<file path="config.mk">
export PLATFORM = sky130hd
export DESIGN_NAME = clock_time_setting_controller_flat
export DESIGN_NICKNAME = d
export VERILOG_FILES = /design/src/rtl/cts_pkg.sv /design/src/rtl/cts_if.sv /design/src/rtl/clock_time_setting_controller.sv /design/src/flat_wrapper.sv
export SDC_FILE = /design/constraint.sdc
export NUM_CORES = 1
export LEC_CHECK = 0
export ABC_CLOCK_PERIOD_IN_PS = 3600
export BUFFER_PORTS_ARGS = -buffer_cell sky130_fd_sc_hd__buf_2
export CAP_MARGIN = 20
export CORE_MARGIN = 5
export CORE_UTILIZATION = 52
export CTS_CLUSTER_DIAMETER = 60
export DETAILED_ROUTE_END_ITERATION = 6
export PLACE_DENSITY = 0.87
export SYNTH_ARGS = -nofsm -noshare
export SYNTH_HDL_FRONTEND = slang
export SYNTH_SLANG_ARGS = --single-unit
export TNS_END_PERCENT = 50
</file>
<file path="constraint.sdc">
create_clock -name clk -period 3.6 [get_ports clk]
set_input_delay 0.54 -clock clk [delete_from_list [all_inputs] [get_ports clk]]
set_output_delay 0.54 -clock clk [all_outputs]
set_load 0.02 [all_outputs]
</file>
<file path="src/rtl/cts_pkg.sv">
`timescale 1ns / 1ps

package cts_pkg;

	localparam int unsigned YEAR_W   = 7;
	localparam int unsigned MONTH_W  = 4;
	localparam int unsigned DAY_W    = 5;
	localparam int unsigned HOUR_W   = 5;
	localparam int unsigned MINUTE_W = 6;
	localparam int unsigned SECOND_W = 6;
	localparam int unsigned KIND_W   = 2;
	localparam int unsigned KEY_W    = 3;
	localparam int unsigned SEL_W    = 3;
	localparam int unsigned PERIOD_W = 16;

	localparam logic [PERIOD_W-1:0] BLINK_PERIOD_RST = 16'd500;

	localparam logic [YEAR_W-1:0]   YEAR_MAX   = 7'd99;
	localparam logic [MONTH_W-1:0]  MONTH_MAX  = 4'd12;
	localparam logic [HOUR_W-1:0]   HOUR_MAX   = 5'd23;
	localparam logic [MINUTE_W-1:0] MINUTE_MAX = 6'd59;
	localparam logic [SECOND_W-1:0] SECOND_MAX = 6'd59;
	localparam logic [YEAR_W-1:0]   YEAR_CENTURY = 7'd100;
	localparam logic [DAY_W-1:0]    FEB_LEAP_LEN = 5'd29;
	localparam logic [DAY_W-1:0]    LONG_MONTH   = 5'd31;

	typedef enum logic [KIND_W-1:0] {
		KIND_KEY  = 2'd0,
		KIND_TICK = 2'd1,
		KIND_SNAP = 2'd2
	} kind_t;

	typedef enum logic [KEY_W-1:0] {
		KEY_NONE   = 3'd0,
		KEY_MODE   = 3'd1,
		KEY_SELECT = 3'd2,
		KEY_UP     = 3'd3,
		KEY_DOWN   = 3'd4
	} key_t;

	typedef enum logic [SEL_W-1:0] {
		FIELD_YEAR   = 3'd0,
		FIELD_MONTH  = 3'd1,
		FIELD_DAY    = 3'd2,
		FIELD_HOUR   = 3'd3,
		FIELD_MINUTE = 3'd4,
		FIELD_SECOND = 3'd5
	} field_t;

	localparam logic [DAY_W-1:0] MONTH_LEN [12] = '{
		5'd31, 5'd28, 5'd31, 5'd30, 5'd31, 5'd30,
		5'd31, 5'd31, 5'd30, 5'd31, 5'd30, 5'd31
	};

	function automatic logic [DAY_W-1:0] month_days(input logic [YEAR_W-1:0] yr,
			input logic [MONTH_W-1:0] mo);
		logic leap;
		logic [DAY_W-1:0] len;
		leap = (yr[1:0] == 2'b00) && (yr != YEAR_CENTURY);
		if (mo == 4'd0 || mo > MONTH_MAX) begin
			len = LONG_MONTH;
		end else if (mo == 4'd2 && leap) begin
			len = FEB_LEAP_LEN;
		end else begin
			len = MONTH_LEN[4'(mo - 4'd1)];
		end
		return len;
	endfunction

endpackage

</file>
<file path="src/rtl/cts_if.sv">
`timescale 1ns / 1ps

interface cts_in_if;
	logic                          valid;
	logic                          ready;
	logic [cts_pkg::KIND_W-1:0]    kind;
	logic [cts_pkg::KEY_W-1:0]     key;
	logic [cts_pkg::YEAR_W-1:0]    snap_year;
	logic [cts_pkg::MONTH_W-1:0]   snap_month;
	logic [cts_pkg::DAY_W-1:0]     snap_day;
	logic [cts_pkg::HOUR_W-1:0]    snap_hour;
	logic [cts_pkg::MINUTE_W-1:0]  snap_minute;
	logic [cts_pkg::SECOND_W-1:0]  snap_second;

	modport source (output valid, kind, key, snap_year, snap_month, snap_day, snap_hour,
		snap_minute, snap_second, input ready);
	modport sink (input valid, kind, key, snap_year, snap_month, snap_day, snap_hour,
		snap_minute, snap_second, output ready);
endinterface

interface cts_out_if;
	logic                          valid;
	logic                          ready;
	logic                          set_mode;
	logic [cts_pkg::SEL_W-1:0]     selected_field;
	logic                          blink_on;
	logic                          commit;
	logic [cts_pkg::YEAR_W-1:0]    out_year;
	logic [cts_pkg::MONTH_W-1:0]   out_month;
	logic [cts_pkg::DAY_W-1:0]     out_day;
	logic [cts_pkg::HOUR_W-1:0]    out_hour;
	logic [cts_pkg::MINUTE_W-1:0]  out_minute;
	logic [cts_pkg::SECOND_W-1:0]  out_second;

	modport source (output valid, set_mode, selected_field, blink_on, commit, out_year,
		out_month, out_day, out_hour, out_minute, out_second, input ready);
	modport sink (input valid, set_mode, selected_field, blink_on, commit, out_year,
		out_month, out_day, out_hour, out_minute, out_second, output ready);
endinterface

</file>
<file path="src/rtl/clock_time_setting_controller.sv">
// channel       dir  handshake       words
// item          in   valid/ready     kind, key, snap_year .. snap_second
// result        out  valid/ready     set_mode, selected_field, blink_on, commit, fields
// blink_period  in   write enable    16-bit tick count, no read-back
//
// one word per cycle sustained while the result is not stalled; an accepted item passes
// the input register, then the state update together with the result register, to result valid
// arst_n clears mode, selector, blink, tick count, year and time; month and day reset to 1
// a stalled result holds the state; the input register still takes one more word if it is empty
`timescale 1ns / 1ps

module clock_time_setting_controller (
	input  logic                            clk,
	input  logic                            arst_n,
	cts_in_if.sink                          item,
	cts_out_if.source                       result,
	input  logic                            blink_period_we,
	input  logic [cts_pkg::PERIOD_W-1:0]    blink_period_wdata
);

	logic [cts_pkg::PERIOD_W-1:0] blink_period_q;

	logic                          valid_s1;
	logic [cts_pkg::KIND_W-1:0]    kind_s1;
	logic [cts_pkg::KEY_W-1:0]     key_s1;
	logic [cts_pkg::YEAR_W-1:0]    snap_year_s1;
	logic [cts_pkg::MONTH_W-1:0]   snap_month_s1;
	logic [cts_pkg::DAY_W-1:0]     snap_day_s1;
	logic [cts_pkg::HOUR_W-1:0]    snap_hour_s1;
	logic [cts_pkg::MINUTE_W-1:0]  snap_minute_s1;
	logic [cts_pkg::SECOND_W-1:0]  snap_second_s1;

	logic                          out_valid_q;
	logic                          commit_q;
	logic                          mode_q;
	logic [cts_pkg::SEL_W-1:0]     sel_q;
	logic                          blink_q;
	logic [cts_pkg::PERIOD_W-1:0]  tick_q;
	logic [cts_pkg::YEAR_W-1:0]    year_q;
	logic [cts_pkg::MONTH_W-1:0]   month_q;
	logic [cts_pkg::DAY_W-1:0]     day_q;
	logic [cts_pkg::HOUR_W-1:0]    hour_q;
	logic [cts_pkg::MINUTE_W-1:0]  minute_q;
	logic [cts_pkg::SECOND_W-1:0]  second_q;

	logic                          mode_d;
	logic [cts_pkg::SEL_W-1:0]     sel_d;
	logic                          blink_d;
	logic [cts_pkg::PERIOD_W-1:0]  tick_d;
	logic                          commit_d;
	logic [cts_pkg::YEAR_W-1:0]    year_d;
	logic [cts_pkg::MONTH_W-1:0]   month_d;
	logic [cts_pkg::DAY_W-1:0]     day_d;
	logic [cts_pkg::HOUR_W-1:0]    hour_d;
	logic [cts_pkg::MINUTE_W-1:0]  minute_d;
	logic [cts_pkg::SECOND_W-1:0]  second_d;

	// raise path, one bit wider to see the carry
	logic [cts_pkg::YEAR_W:0]      yr_inc;
	logic [cts_pkg::MONTH_W:0]     mo_inc;
	logic [cts_pkg::DAY_W:0]       dy_inc;
	logic [cts_pkg::HOUR_W:0]      hr_inc;
	logic [cts_pkg::MINUTE_W:0]    mi_inc;
	logic [cts_pkg::SECOND_W:0]    se_inc;
	logic [cts_pkg::YEAR_W-1:0]    yr_up;
	logic [cts_pkg::MONTH_W-1:0]   mo_up;
	logic [cts_pkg::DAY_W-1:0]     dy_up;
	logic [cts_pkg::HOUR_W-1:0]    hr_up;
	logic [cts_pkg::MINUTE_W-1:0]  mi_up;
	logic [cts_pkg::SECOND_W-1:0]  se_up;

	// lower path
	logic [cts_pkg::YEAR_W-1:0]    yr_dn;
	logic [cts_pkg::MONTH_W-1:0]   mo_dn;
	logic [cts_pkg::DAY_W-1:0]     dy_dn;
	logic [cts_pkg::HOUR_W-1:0]    hr_dn;
	logic [cts_pkg::MINUTE_W-1:0]  mi_dn;
	logic [cts_pkg::SECOND_W-1:0]  se_dn;

	logic [cts_pkg::PERIOD_W:0]    tick_inc;
	logic                          out_free;
	logic                          advance;

	assign out_free   = !out_valid_q || result.ready;
	assign advance    = valid_s1 && out_free;
	assign item.ready = !valid_s1 || out_free;

	always_ff @(posedge clk or negedge arst_n) begin
		if (!arst_n) begin
			blink_period_q <= cts_pkg::BLINK_PERIOD_RST;
		end else if (blink_period_we) begin
			blink_period_q <= blink_period_wdata;
		end
	end

	// input register
	always_ff @(posedge clk or negedge arst_n) begin
		if (!arst_n) begin
			valid_s1 <= 1'b0;
		end else if (item.ready) begin
			valid_s1 <= item.valid;
		end
	end

	always_ff @(posedge clk) begin
		if (item.ready && item.valid) begin
			kind_s1        <= item.kind;
			key_s1         <= item.key;
			snap_year_s1   <= item.snap_year;
			snap_month_s1  <= item.snap_month;
			snap_day_s1    <= item.snap_day;
			snap_hour_s1   <= item.snap_hour;
			snap_minute_s1 <= item.snap_minute;
			snap_second_s1 <= item.snap_second;
		end
	end

	always_comb begin
		yr_inc = {1'b0, year_q}   + ((sel_q == cts_pkg::FIELD_YEAR)   ? 8'd1 : 8'd0);
		mo_inc = {1'b0, month_q}  + ((sel_q == cts_pkg::FIELD_MONTH)  ? 5'd1 : 5'd0);
		dy_inc = {1'b0, day_q}    + ((sel_q == cts_pkg::FIELD_DAY)    ? 6'd1 : 6'd0);
		hr_inc = {1'b0, hour_q}   + ((sel_q == cts_pkg::FIELD_HOUR)   ? 6'd1 : 6'd0);
		mi_inc = {1'b0, minute_q} + ((sel_q == cts_pkg::FIELD_MINUTE) ? 7'd1 : 7'd0);
		se_inc = {1'b0, second_q} + ((sel_q == cts_pkg::FIELD_SECOND) ? 7'd1 : 7'd0);

		yr_up = (yr_inc > {1'b0, cts_pkg::YEAR_MAX})   ? '0   : yr_inc[cts_pkg::YEAR_W-1:0];
		mo_up = (mo_inc > {1'b0, cts_pkg::MONTH_MAX})  ? 4'd1 : mo_inc[cts_pkg::MONTH_W-1:0];
		dy_up = (dy_inc > {1'b0, cts_pkg::month_days(yr_up, mo_up)}) ? 5'd1
			: dy_inc[cts_pkg::DAY_W-1:0];
		hr_up = (hr_inc > {1'b0, cts_pkg::HOUR_MAX})   ? '0   : hr_inc[cts_pkg::HOUR_W-1:0];
		mi_up = (mi_inc > {1'b0, cts_pkg::MINUTE_MAX}) ? '0   : mi_inc[cts_pkg::MINUTE_W-1:0];
		se_up = (se_inc > {1'b0, cts_pkg::SECOND_MAX}) ? '0   : se_inc[cts_pkg::SECOND_W-1:0];

		// lower: below-range checks on month and day apply even when that field is not the selected one
		if (sel_q == cts_pkg::FIELD_YEAR) begin
			yr_dn = (year_q == '0) ? cts_pkg::YEAR_MAX : year_q - 7'd1;
		end else begin
			yr_dn = year_q;
		end
		if (sel_q == cts_pkg::FIELD_MONTH) begin
			mo_dn = (month_q <= 4'd1) ? cts_pkg::MONTH_MAX : month_q - 4'd1;
		end else begin
			mo_dn = (month_q == '0) ? cts_pkg::MONTH_MAX : month_q;
		end
		if (sel_q == cts_pkg::FIELD_DAY) begin
			dy_dn = (day_q <= 5'd1) ? cts_pkg::month_days(yr_dn, mo_dn) : day_q - 5'd1;
		end else begin
			dy_dn = (day_q == '0) ? cts_pkg::month_days(yr_dn, mo_dn) : day_q;
		end
		if (sel_q == cts_pkg::FIELD_HOUR) begin
			hr_dn = (hour_q == '0) ? cts_pkg::HOUR_MAX : hour_q - 5'd1;
		end else begin
			hr_dn = hour_q;
		end
		if (sel_q == cts_pkg::FIELD_MINUTE) begin
			mi_dn = (minute_q == '0) ? cts_pkg::MINUTE_MAX : minute_q - 6'd1;
		end else begin
			mi_dn = minute_q;
		end
		if (sel_q == cts_pkg::FIELD_SECOND) begin
			se_dn = (second_q == '0) ? cts_pkg::SECOND_MAX : second_q - 6'd1;
		end else begin
			se_dn = second_q;
		end

		tick_inc = {1'b0, tick_q} + 17'd1;

		mode_d   = mode_q;
		sel_d    = sel_q;
		blink_d  = blink_q;
		tick_d   = tick_q;
		commit_d = 1'b0;
		year_d   = year_q;
		month_d  = month_q;
		day_d    = day_q;
		hour_d   = hour_q;
		minute_d = minute_q;
		second_d = second_q;

		case (kind_s1)
			cts_pkg::KIND_KEY: begin
				if (key_s1 == cts_pkg::KEY_MODE) begin
					mode_d = !mode_q;
					if (!mode_q) begin
						sel_d = cts_pkg::FIELD_YEAR;
					end else begin
						commit_d = 1'b1;
					end
				end else if (mode_q) begin
					case (key_s1)
						cts_pkg::KEY_SELECT: begin
							sel_d = (sel_q == cts_pkg::FIELD_SECOND) ? cts_pkg::FIELD_YEAR
								: sel_q + 3'd1;
						end
						cts_pkg::KEY_UP: begin
							year_d   = yr_up;
							month_d  = mo_up;
							day_d    = dy_up;
							hour_d   = hr_up;
							minute_d = mi_up;
							second_d = se_up;
						end
						cts_pkg::KEY_DOWN: begin
							year_d   = yr_dn;
							month_d  = mo_dn;
							day_d    = dy_dn;
							hour_d   = hr_dn;
							minute_d = mi_dn;
							second_d = se_dn;
						end
						default: begin
						end
					endcase
				end
			end
			cts_pkg::KIND_TICK: begin
				if (tick_inc >= {1'b0, blink_period_q}) begin
					tick_d  = '0;
					blink_d = !blink_q;
				end else begin
					tick_d = tick_inc[cts_pkg::PERIOD_W-1:0];
				end
			end
			cts_pkg::KIND_SNAP: begin
				if (!mode_q) begin
					year_d   = snap_year_s1;
					month_d  = snap_month_s1;
					day_d    = snap_day_s1;
					hour_d   = snap_hour_s1;
					minute_d = snap_minute_s1;
					second_d = snap_second_s1;
				end
			end
			default: begin
			end
		endcase
	end

	// state doubles as the result register; it moves only when a word is handed on
	always_ff @(posedge clk or negedge arst_n) begin
		if (!arst_n) begin
			out_valid_q <= 1'b0;
			commit_q    <= 1'b0;
			mode_q      <= 1'b0;
			sel_q       <= cts_pkg::FIELD_YEAR;
			blink_q     <= 1'b0;
			tick_q      <= '0;
			year_q      <= '0;
			month_q     <= 4'd1;
			day_q       <= 5'd1;
			hour_q      <= '0;
			minute_q    <= '0;
			second_q    <= '0;
		end else begin
			if (out_free) begin
				out_valid_q <= valid_s1;
			end
			if (advance) begin
				commit_q <= commit_d;
				mode_q   <= mode_d;
				sel_q    <= sel_d;
				blink_q  <= blink_d;
				tick_q   <= tick_d;
				year_q   <= year_d;
				month_q  <= month_d;
				day_q    <= day_d;
				hour_q   <= hour_d;
				minute_q <= minute_d;
				second_q <= second_d;
			end
		end
	end

	assign result.valid          = out_valid_q;
	assign result.set_mode       = mode_q;
	assign result.selected_field = sel_q;
	assign result.blink_on       = blink_q;
	assign result.commit         = commit_q;
	assign result.out_year       = year_q;
	assign result.out_month      = month_q;
	assign result.out_day        = day_q;
	assign result.out_hour       = hour_q;
	assign result.out_minute     = minute_q;
	assign result.out_second     = second_q;

endmodule
</file>
<file path="src/flat_wrapper.sv">
// flat-port wrapper written by rule: the top's interface ports become plain ports
module clock_time_setting_controller_flat 
  (clk, arst_n, blink_period_we, blink_period_wdata, item_valid, item_kind, item_key, item_snap_year, item_snap_month, item_snap_day, item_snap_hour, item_snap_minute, item_snap_second, item_ready, result_valid, result_set_mode, result_selected_field, result_blink_on, result_commit, result_out_year, result_out_month, result_out_day, result_out_hour, result_out_minute, result_out_second, result_ready);
  cts_in_if item_i ();
  cts_out_if result_i ();
  input  logic clk;
  input  logic arst_n;
  input  logic blink_period_we;
  input  logic [cts_pkg::PERIOD_W-1:0] blink_period_wdata;
  input wire logic [$bits(item_i.valid)-1:0] item_valid;
  input wire logic [$bits(item_i.kind)-1:0] item_kind;
  input wire logic [$bits(item_i.key)-1:0] item_key;
  input wire logic [$bits(item_i.snap_year)-1:0] item_snap_year;
  input wire logic [$bits(item_i.snap_month)-1:0] item_snap_month;
  input wire logic [$bits(item_i.snap_day)-1:0] item_snap_day;
  input wire logic [$bits(item_i.snap_hour)-1:0] item_snap_hour;
  input wire logic [$bits(item_i.snap_minute)-1:0] item_snap_minute;
  input wire logic [$bits(item_i.snap_second)-1:0] item_snap_second;
  output wire logic [$bits(item_i.ready)-1:0] item_ready;
  output wire logic [$bits(result_i.valid)-1:0] result_valid;
  output wire logic [$bits(result_i.set_mode)-1:0] result_set_mode;
  output wire logic [$bits(result_i.selected_field)-1:0] result_selected_field;
  output wire logic [$bits(result_i.blink_on)-1:0] result_blink_on;
  output wire logic [$bits(result_i.commit)-1:0] result_commit;
  output wire logic [$bits(result_i.out_year)-1:0] result_out_year;
  output wire logic [$bits(result_i.out_month)-1:0] result_out_month;
  output wire logic [$bits(result_i.out_day)-1:0] result_out_day;
  output wire logic [$bits(result_i.out_hour)-1:0] result_out_hour;
  output wire logic [$bits(result_i.out_minute)-1:0] result_out_minute;
  output wire logic [$bits(result_i.out_second)-1:0] result_out_second;
  input wire logic [$bits(result_i.ready)-1:0] result_ready;
  assign item_i.valid = item_valid;
  assign item_i.kind = item_kind;
  assign item_i.key = item_key;
  assign item_i.snap_year = item_snap_year;
  assign item_i.snap_month = item_snap_month;
  assign item_i.snap_day = item_snap_day;
  assign item_i.snap_hour = item_snap_hour;
  assign item_i.snap_minute = item_snap_minute;
  assign item_i.snap_second = item_snap_second;
  assign item_ready = item_i.ready;
  assign result_valid = result_i.valid;
  assign result_set_mode = result_i.set_mode;
  assign result_selected_field = result_i.selected_field;
  assign result_blink_on = result_i.blink_on;
  assign result_commit = result_i.commit;
  assign result_out_year = result_i.out_year;
  assign result_out_month = result_i.out_month;
  assign result_out_day = result_i.out_day;
  assign result_out_hour = result_i.out_hour;
  assign result_out_minute = result_i.out_minute;
  assign result_out_second = result_i.out_second;
  assign result_i.ready = result_ready;
  clock_time_setting_controller u_core (.clk(clk), .arst_n(arst_n), .item(item_i), .result(result_i), .blink_period_we(blink_period_we), .blink_period_wdata(blink_period_wdata));
endmodule
</file>
==> impl_metrics.csv, run 1 <==
group,metric,value,unit
layout,nets,994,
clock_network,clkTransAtPathRegs,80,ps
placement,gp_congestion,0.9604,
flow_run,cap_violations,0,
placement,dpl_cell_area,7854,um^2
grt,grt_max_degree,74,
timing,final-max-slew-violation-count,0,
layout,areaGrowthSynthToFinish,16.01,%
yosys,synth.yosys.seq_area_share,41.74,%
yosys,synth_top_family_by_area,"compound AO/OA/AOI/OAI gates",
yosys,synth_flop_cell,"dfrtp_1",
timing,fmax,292.9,MHz
yosys,synth_edf_count,38,
yosys,synth_top_cell_area_share,22.80,%
route,finalWirelength,19270,um
timing,finalCritPeriodShare,94.83,%
hold_path,hp-class,"input port to asynchronous set/reset pin",
yosys,synthAdderAreaFrac,7.717,%
layout,design_area,8277,um^2
status,status,"completed",
yosys,synth_area_leaders,"dfrtp_1 (23%), edfxtp_1 (16%), ha_1 (7.7%)",
placement,dp_hpwl,13130,um
timing,finalHoldViolations,0,
clock_network,root_buffer,"clkbuf_16",
yosys,ys_async_sr_fraction,65.77,%
grt,antenna_found_initial,1,
yosys,synthMuxAreaShare,1.035,%
timing,rsz0062_at_grt,"yes",
clock_network,cts_htree_levels,3,
yosys,yosys.area_share.simple,18.17,%
route,first_pass_iters,7,
grt,grt_usage,23.56,%
worst_setup_path,start_kind,"flop",
clock_network,ctsHoldBuffers,0,
yosys,synth-compound-area-share,21.96,%
timing,finalSetupViolCount,0,
placement,port_buffers,99,
power,power.static_leakage,3.595,nW
yosys,synth.distinct_cells,72,
worst_setup_path,crit_required,3870,ps
floorplan,ioPinCount,100,
timing,skew,14.56,ps
floorplan,die_x,127.1,um
timing,worst_hold_slack,318.2,ps
clock_network,cts.sinks,111,
floorplan,core_area,13350,um^2
timing,period_needed,3414,ps
route,viasPerCell,6.115,
yosys,syn_nets,903,
yosys,synthesis.instances,800,
layout,drive_gt1_share,20.31,%
yosys,syn_avg_cell_area,8.918,um^2
floorplan,fp.dieArea,16160,um^2
floorplan,row_count,42,
route,first_iter_violations,657,
grt,grt_pass1_vias,6318,
yosys,ys_ff_latch,111,
worst_setup_path,crit_fanout,4,
timing,worstMarginPinSlew,1034,ps
route,antenna_left,0,
timing,max_slew_margin,31.04,%
floorplan,start_util,53.45,%
yosys,yosysWarnings,0,
clock_network,clock_path_buffers,2,
yosys,syn_area,7134,um^2
clock_network,clk_latency,370,ps
floorplan,die_y,127.1,um
route,vias,6561,
power,cellPowerDensity,669.6,nW/um^2
route,wire_per_inst,17.96,um
power,peakVddDrop,0.3006,mV
worst_setup_path,end_kind,"flop",
worst_setup_path,arrival,3690,ps
yosys,synth_top_area_cell,"dfrtp_1",
route,route.detailed.drc,0,
worst_setup_path,path_class,"flop to flop",
clock_network,cts_buffers,9,
grt,grt_overflow,0,
clock_network,cts_tree,"done",
yosys,synthXorXnorAreaFrac,4.420,%
grt,grt_pass1_wl,31120,um
-- power breakdown --
group	internal, mW	switching (mW)	total (mW)
clock	0.477	0.502	0.979
sequential	1.56	0.451	2.01
combinational	1.07	1.48	2.55
-- kinds of logic after synthesis --
family | count (synthesis)
compound gates | 241
xor+xnor | 36
fa+ha+maj | 44
buf+inv | 92
flops | 111
mux | 7
simple gates | 269
-- sequential cells by signal, summed over array words and instances (netlist names), 6 cells and up --
signal and flops:
u_core.blink_period_q 16, u_core.tick_q 16, u_core.result.out_year 7, u_core.snap_year_s1 7, u_core.result.out_minute 6, u_core.result.out_second 6, u_core.snap_minute_s1 6, u_core.snap_second_s1 6
-- final timing paths --
kind	end	start	cells after the start	slack, ps
worst max-delay path	u_core.result.out_day[1]	u_core.result.selected_field[1]	16	190
worst min-delay path	u_core.blink_period_q[0]	arst_n	1	320
worst max register to register	u_core.result.out_day[1]	u_core.result.selected_field[1]	16	190
worst min register to register	u_core.result.blink_on	u_core.result.blink_on	1	490
max in group asynchronous	u_core.result.out_month[3]	arst_n	1	2650
min in group clk	u_core.snap_day_s1[4]	item_snap_day[4]	1	340
-- layout make-up --
| type | instances | area [um^2] |
|---|---|---|
| Multi-Input combinational cell | 597 | 3920 |
| Inverter | 46 | 177.7 |
| Clock inverter | 7 | 52.55 |
| Tap cell | 176 | 220.2 |
| Clock buffer | 9 | 225.2 |
| Antenna cell | 1 | 2.502 |
| Sequential cell | 111 | 2978 |
| Timing Repair Buffer | 126 | 700.7 |
| Fill cell | 1148 | 5071 |
-- metal layers --
layer | track usage [%] | share of wire (%) | vias to the layer above
met5 | 0 | 0 | -
met4 | 8.580 | 2.1 | 0
met3 | 5.384 | 6.9 | 38
met2 | 39.10 | 50 | 269
met1 | 30.27 | 41 | 3148
li1 | - | - | 3106
-- critical path, stage by stage, from the launching register on --
cell and delay, ps:
dfrtp_1 400, or3b_4 440, inv_4 90, ha_4 150, nand3_4 80, xnor2_2 210
inv_1 110, nor2_4 120, and4_1 230, ha_1 240, nor2b_1 140, o211ai_1 270
o21ai_1 140, buf_4 160, a21oi_4 150, a211oi_2 90, a221oi_1 290
-- cells in the final DEF, fill, tap and decap left out, types with 9 or more instances in the layout --
cell type / n
nor3_1: 19
a21oi_1: 40
clkbuf_16: 9
o211ai_1: 9
xor2_1: 16
and3_1: 10
nand2_1: 93
a31oi_1: 9
inv_1: 43
nand3_1: 29
nor2_1: 51
a211oi_1: 15
o21ai_1: 10
edfxtp_1: 38
xnor2_1: 19
buf_2: 98
dfrtp_1: 65
buf_4: 28
o21ai_0: 70
ha_1: 40
-- metrics by stage --
| step | setup TNS, ps | utilization, % | setup WS [ps] | power [mW] | cells |
|---|---|---|---|---|---|
| 2_1_floorplan | 0 | - | 25.62 | 3.618 | 800 |
| 3_3_place_gp | 0 | 58.84 | 217.9 | 4.269 | 1052 |
| 3_5_place_dp | 0 | 58.84 | 103.7 | 4.348 | 1052 |
| 4_1_cts | 0 | 60.92 | 59.61 | 5.331 | 1068 |
| 5_1_grt | -88.14 | 62.01 | -52.82 | 5.924 | 1073 |
| 6_report | 0 | 62.01 | 186.0 | 5.542 | 1073 |
-- synth_stat cells (all sizes together), types with 5 or more instances --
| cell | number |
|---|---|
| nand2b | 5 |
| nor3b | 6 |
| a21o | 8 |
| a31oi | 9 |
| o31ai | 9 |
| clkbuf | 41 |
| a22o | 7 |
| and2 | 5 |
| o21ai | 80 |
| nand2 | 94 |
| o211ai | 9 |
| dfstp | 8 |
| a221oi | 5 |
| dfrtp | 65 |
| inv | 44 |
| xnor2 | 20 |
| o221ai | 6 |
| xor2 | 16 |
| a21oi | 42 |
| a22oi | 6 |
| a211oi | 16 |
| ha | 44 |
| edfxtp | 38 |
| o22ai | 6 |
| and3 | 10 |
| nor3 | 20 |
| nand3 | 31 |
| buf | 5 |
| nor2 | 54 |
| nand4 | 6 |
| nor2b | 9 |
| or3 | 9 |
-- timing repair --
item,CTS,global route
setup endpoints to repair,0,14
resized for setup,0,28
setup buffers,0,4
(Power assumes the default switching activity.)
==> inputs of run 2 (changes only) <==
- MAX_ROUTING_LAYER: not set -> met4
==> run 2 against run 1 <==
Worst hold slack gained 12 ps. Sequential power is essentially flat. Combinational power is essentially flat. Maximum frequency grew 1.1%. Critical endpoint is now u_core.result.out_day[2]. Clock skew shrank 1.9 ps. Largest cell class unchanged.
==> impl_metrics.csv, run 2 (same netlist as run 1, synthesis figures left out) <==
group,metric,value,unit
status,status,"completed",
placement,port_buffers,99,
power,power,5.482,mW
floorplan,start_util,53.45,%
timing,setup_tns,0,ps
timing,period_needed,3377,ps
worst_setup_path,crit_required,3830,ps
route,viasPerCell,6.038,
layout,antenna_cells,0,
timing,fin_ws,223.0,ps
clock_network,ctsHoldBuffers,0,
timing,rsz0062_at_grt,"yes",
layout,largest_registers,"u_core.blink_period_q (16), u_core.tick_q (16)",
clock_network,clkTransAtPathRegs,80,ps
placement,preCtsSetupSlack,127.4,ps
hold_path,hp-class,"input port to asynchronous set/reset pin",
timing,final-max-slew-violation-count,0,
grt,grt_usage,23.88,%
clock_network,clk_latency,360,ps
floorplan,die_y,127.1,um
route,vias,6503,
route,antenna_left,0,
layout,layout_common_cells,"buf_2 (98), nand2_1 (94), o21ai_0 (69)",
clock_network,cts_tree,"done",
floorplan,fp.dieArea,16160,um^2
timing,finalHoldViolations,0,
grt,grt_max_degree,74,
timing,fmax,296.1,MHz
route,finalWirelength,18570,um
worst_setup_path,crit_fanout,4,
layout,nets,999,
timing,finalSetupViolCount,0,
worst_setup_path,arrival,3610,ps
grt,grt_pass1_vias,6297,
floorplan,die_x,127.1,um
grt,grt_overflow,0,
layout,final_common_cell,"buf_2",
route,first_pass_iters,5,
flow_run,cap_violations,0,
clock_network,cts.sinks,111,
power,power.static_leakage,3.612,nW
worst_setup_path,path_class,"flop to flop",
power,cellPowerDensity,660.6,nW/um^2
floorplan,ioPinCount,100,
placement,gp_congestion,0.9751,
route,first_iter_violations,772,
timing,skew,12.69,ps
layout,drive_gt1_share,20.42,%
timing,finalCritPeriodShare,93.81,%
power,peakVddDrop,0.2925,mV
placement,dpl_cell_area,7861,um^2
clock_network,cts_buffers,9,
route,wire_per_inst,17.24,um
grt,grt_pass1_wl,30770,um
layout,areaGrowthSynthToFinish,16.33,%
floorplan,core_area,13350,um^2
placement,place_inst,1053,
clock_network,root_buffer,"clkbuf_16",
clock_network,cts_htree_levels,3,
route,route.detailed.drc,0,
floorplan,row_count,42,
worst_setup_path,start_kind,"flop",
clock_network,clock_path_buffers,2,
timing,worstMarginPinSlew,970.1,ps
worst_setup_path,end_kind,"flop",
placement,dp_hpwl,12960,um
timing,max_slew_margin,35.33,%
grt,antenna_found_initial,0,
layout,design_area,8299,um^2
layout,fin_cells,1077,
==> run 2: cell type report <==
cell class | instances | area [um^2]
clock buffers | 11 | 232.7
multi-input cells | 597 | 3895
clock inverters | 5 | 45.04
repair buffers | 131 | 750.7
fillers | 1149 | 5049
well taps | 176 | 220.2
inverters | 46 | 177.7
flip-flops and latches | 111 | 2978
==> run 2: critical path: stages, from the launching register on <==
cell       delay (ps)
dfrtp_1           400
or3b_4            440
inv_4             100
ha_4              130
nand3_2           100
xnor2_2           180
buf_4             150
a21oi_1           140
nor3_1             60
a21oi_1           120
nor2_1             50
o2bb2ai_1         150
ha_2              290
nand2_1            70
o211ai_1          120
o21ai_1           200
a21oi_1           130
a311oi_1          300
o32ai_1           120
==> run 2: stage by stage <==
stage | utilization, % | hold slack (ps)
4_1_cts | 60.98 | 334.4
2_1_floorplan | - | 244.4
3_3_place_gp | 58.90 | 459.1
5_1_grt | 62.18 | 328.8
6_report | 62.18 | 329.8
3_5_place_dp | 58.90 | 457.6
==> run 2: path summary, 6_finish.rpt <==
path | startpoint | endpoint | slack [ps] | depth (start not counted)
max reg2reg | u_core.result.selected_field[2] | u_core.result.out_day[2] | 220 | 18
min reg2reg | u_core.result.blink_on | u_core.result.blink_on | 470 | 1
max in group asynchronous | arst_n | u_core.result.out_minute[4] | 2640 | 1
min in group clk | item_snap_day[4] | u_core.snap_day_s1[4] | 350 | 1
max | u_core.result.selected_field[2] | u_core.result.out_day[2] | 220 | 18
min | arst_n | u_core.blink_period_q[0] | 330 | 1
==> run 2: where the power goes <==
| group | internal, mW | switching, mW | total (mW) | leakage [nW] |
|---|---|---|---|---|
| sequential | 1.56 | 0.428 | 1.99 | 1.26 |
| combinational | 1.07 | 1.47 | 2.53 | 2.22 |
| clock | 0.479 | 0.480 | 0.959 | 0.132 |
| total | 3.11 | 2.37 | 5.48 | 3.61 |
==> run 2: routing by layer <==
metal	routed length [um]	vias to the layer above	global-route usage [%]
met5	0	-	-
met4	311	0	6.625
met3	1315	29	5.342
met2	8950	260	38.54
met1	7992	3112	30.51
li1	-	3102	-
==> run 2: timing repair <==
item	in CTS	in global routing
gates resized for setup	0	25
endpoints found under the setup margin	0	14
setup buffers	0	7
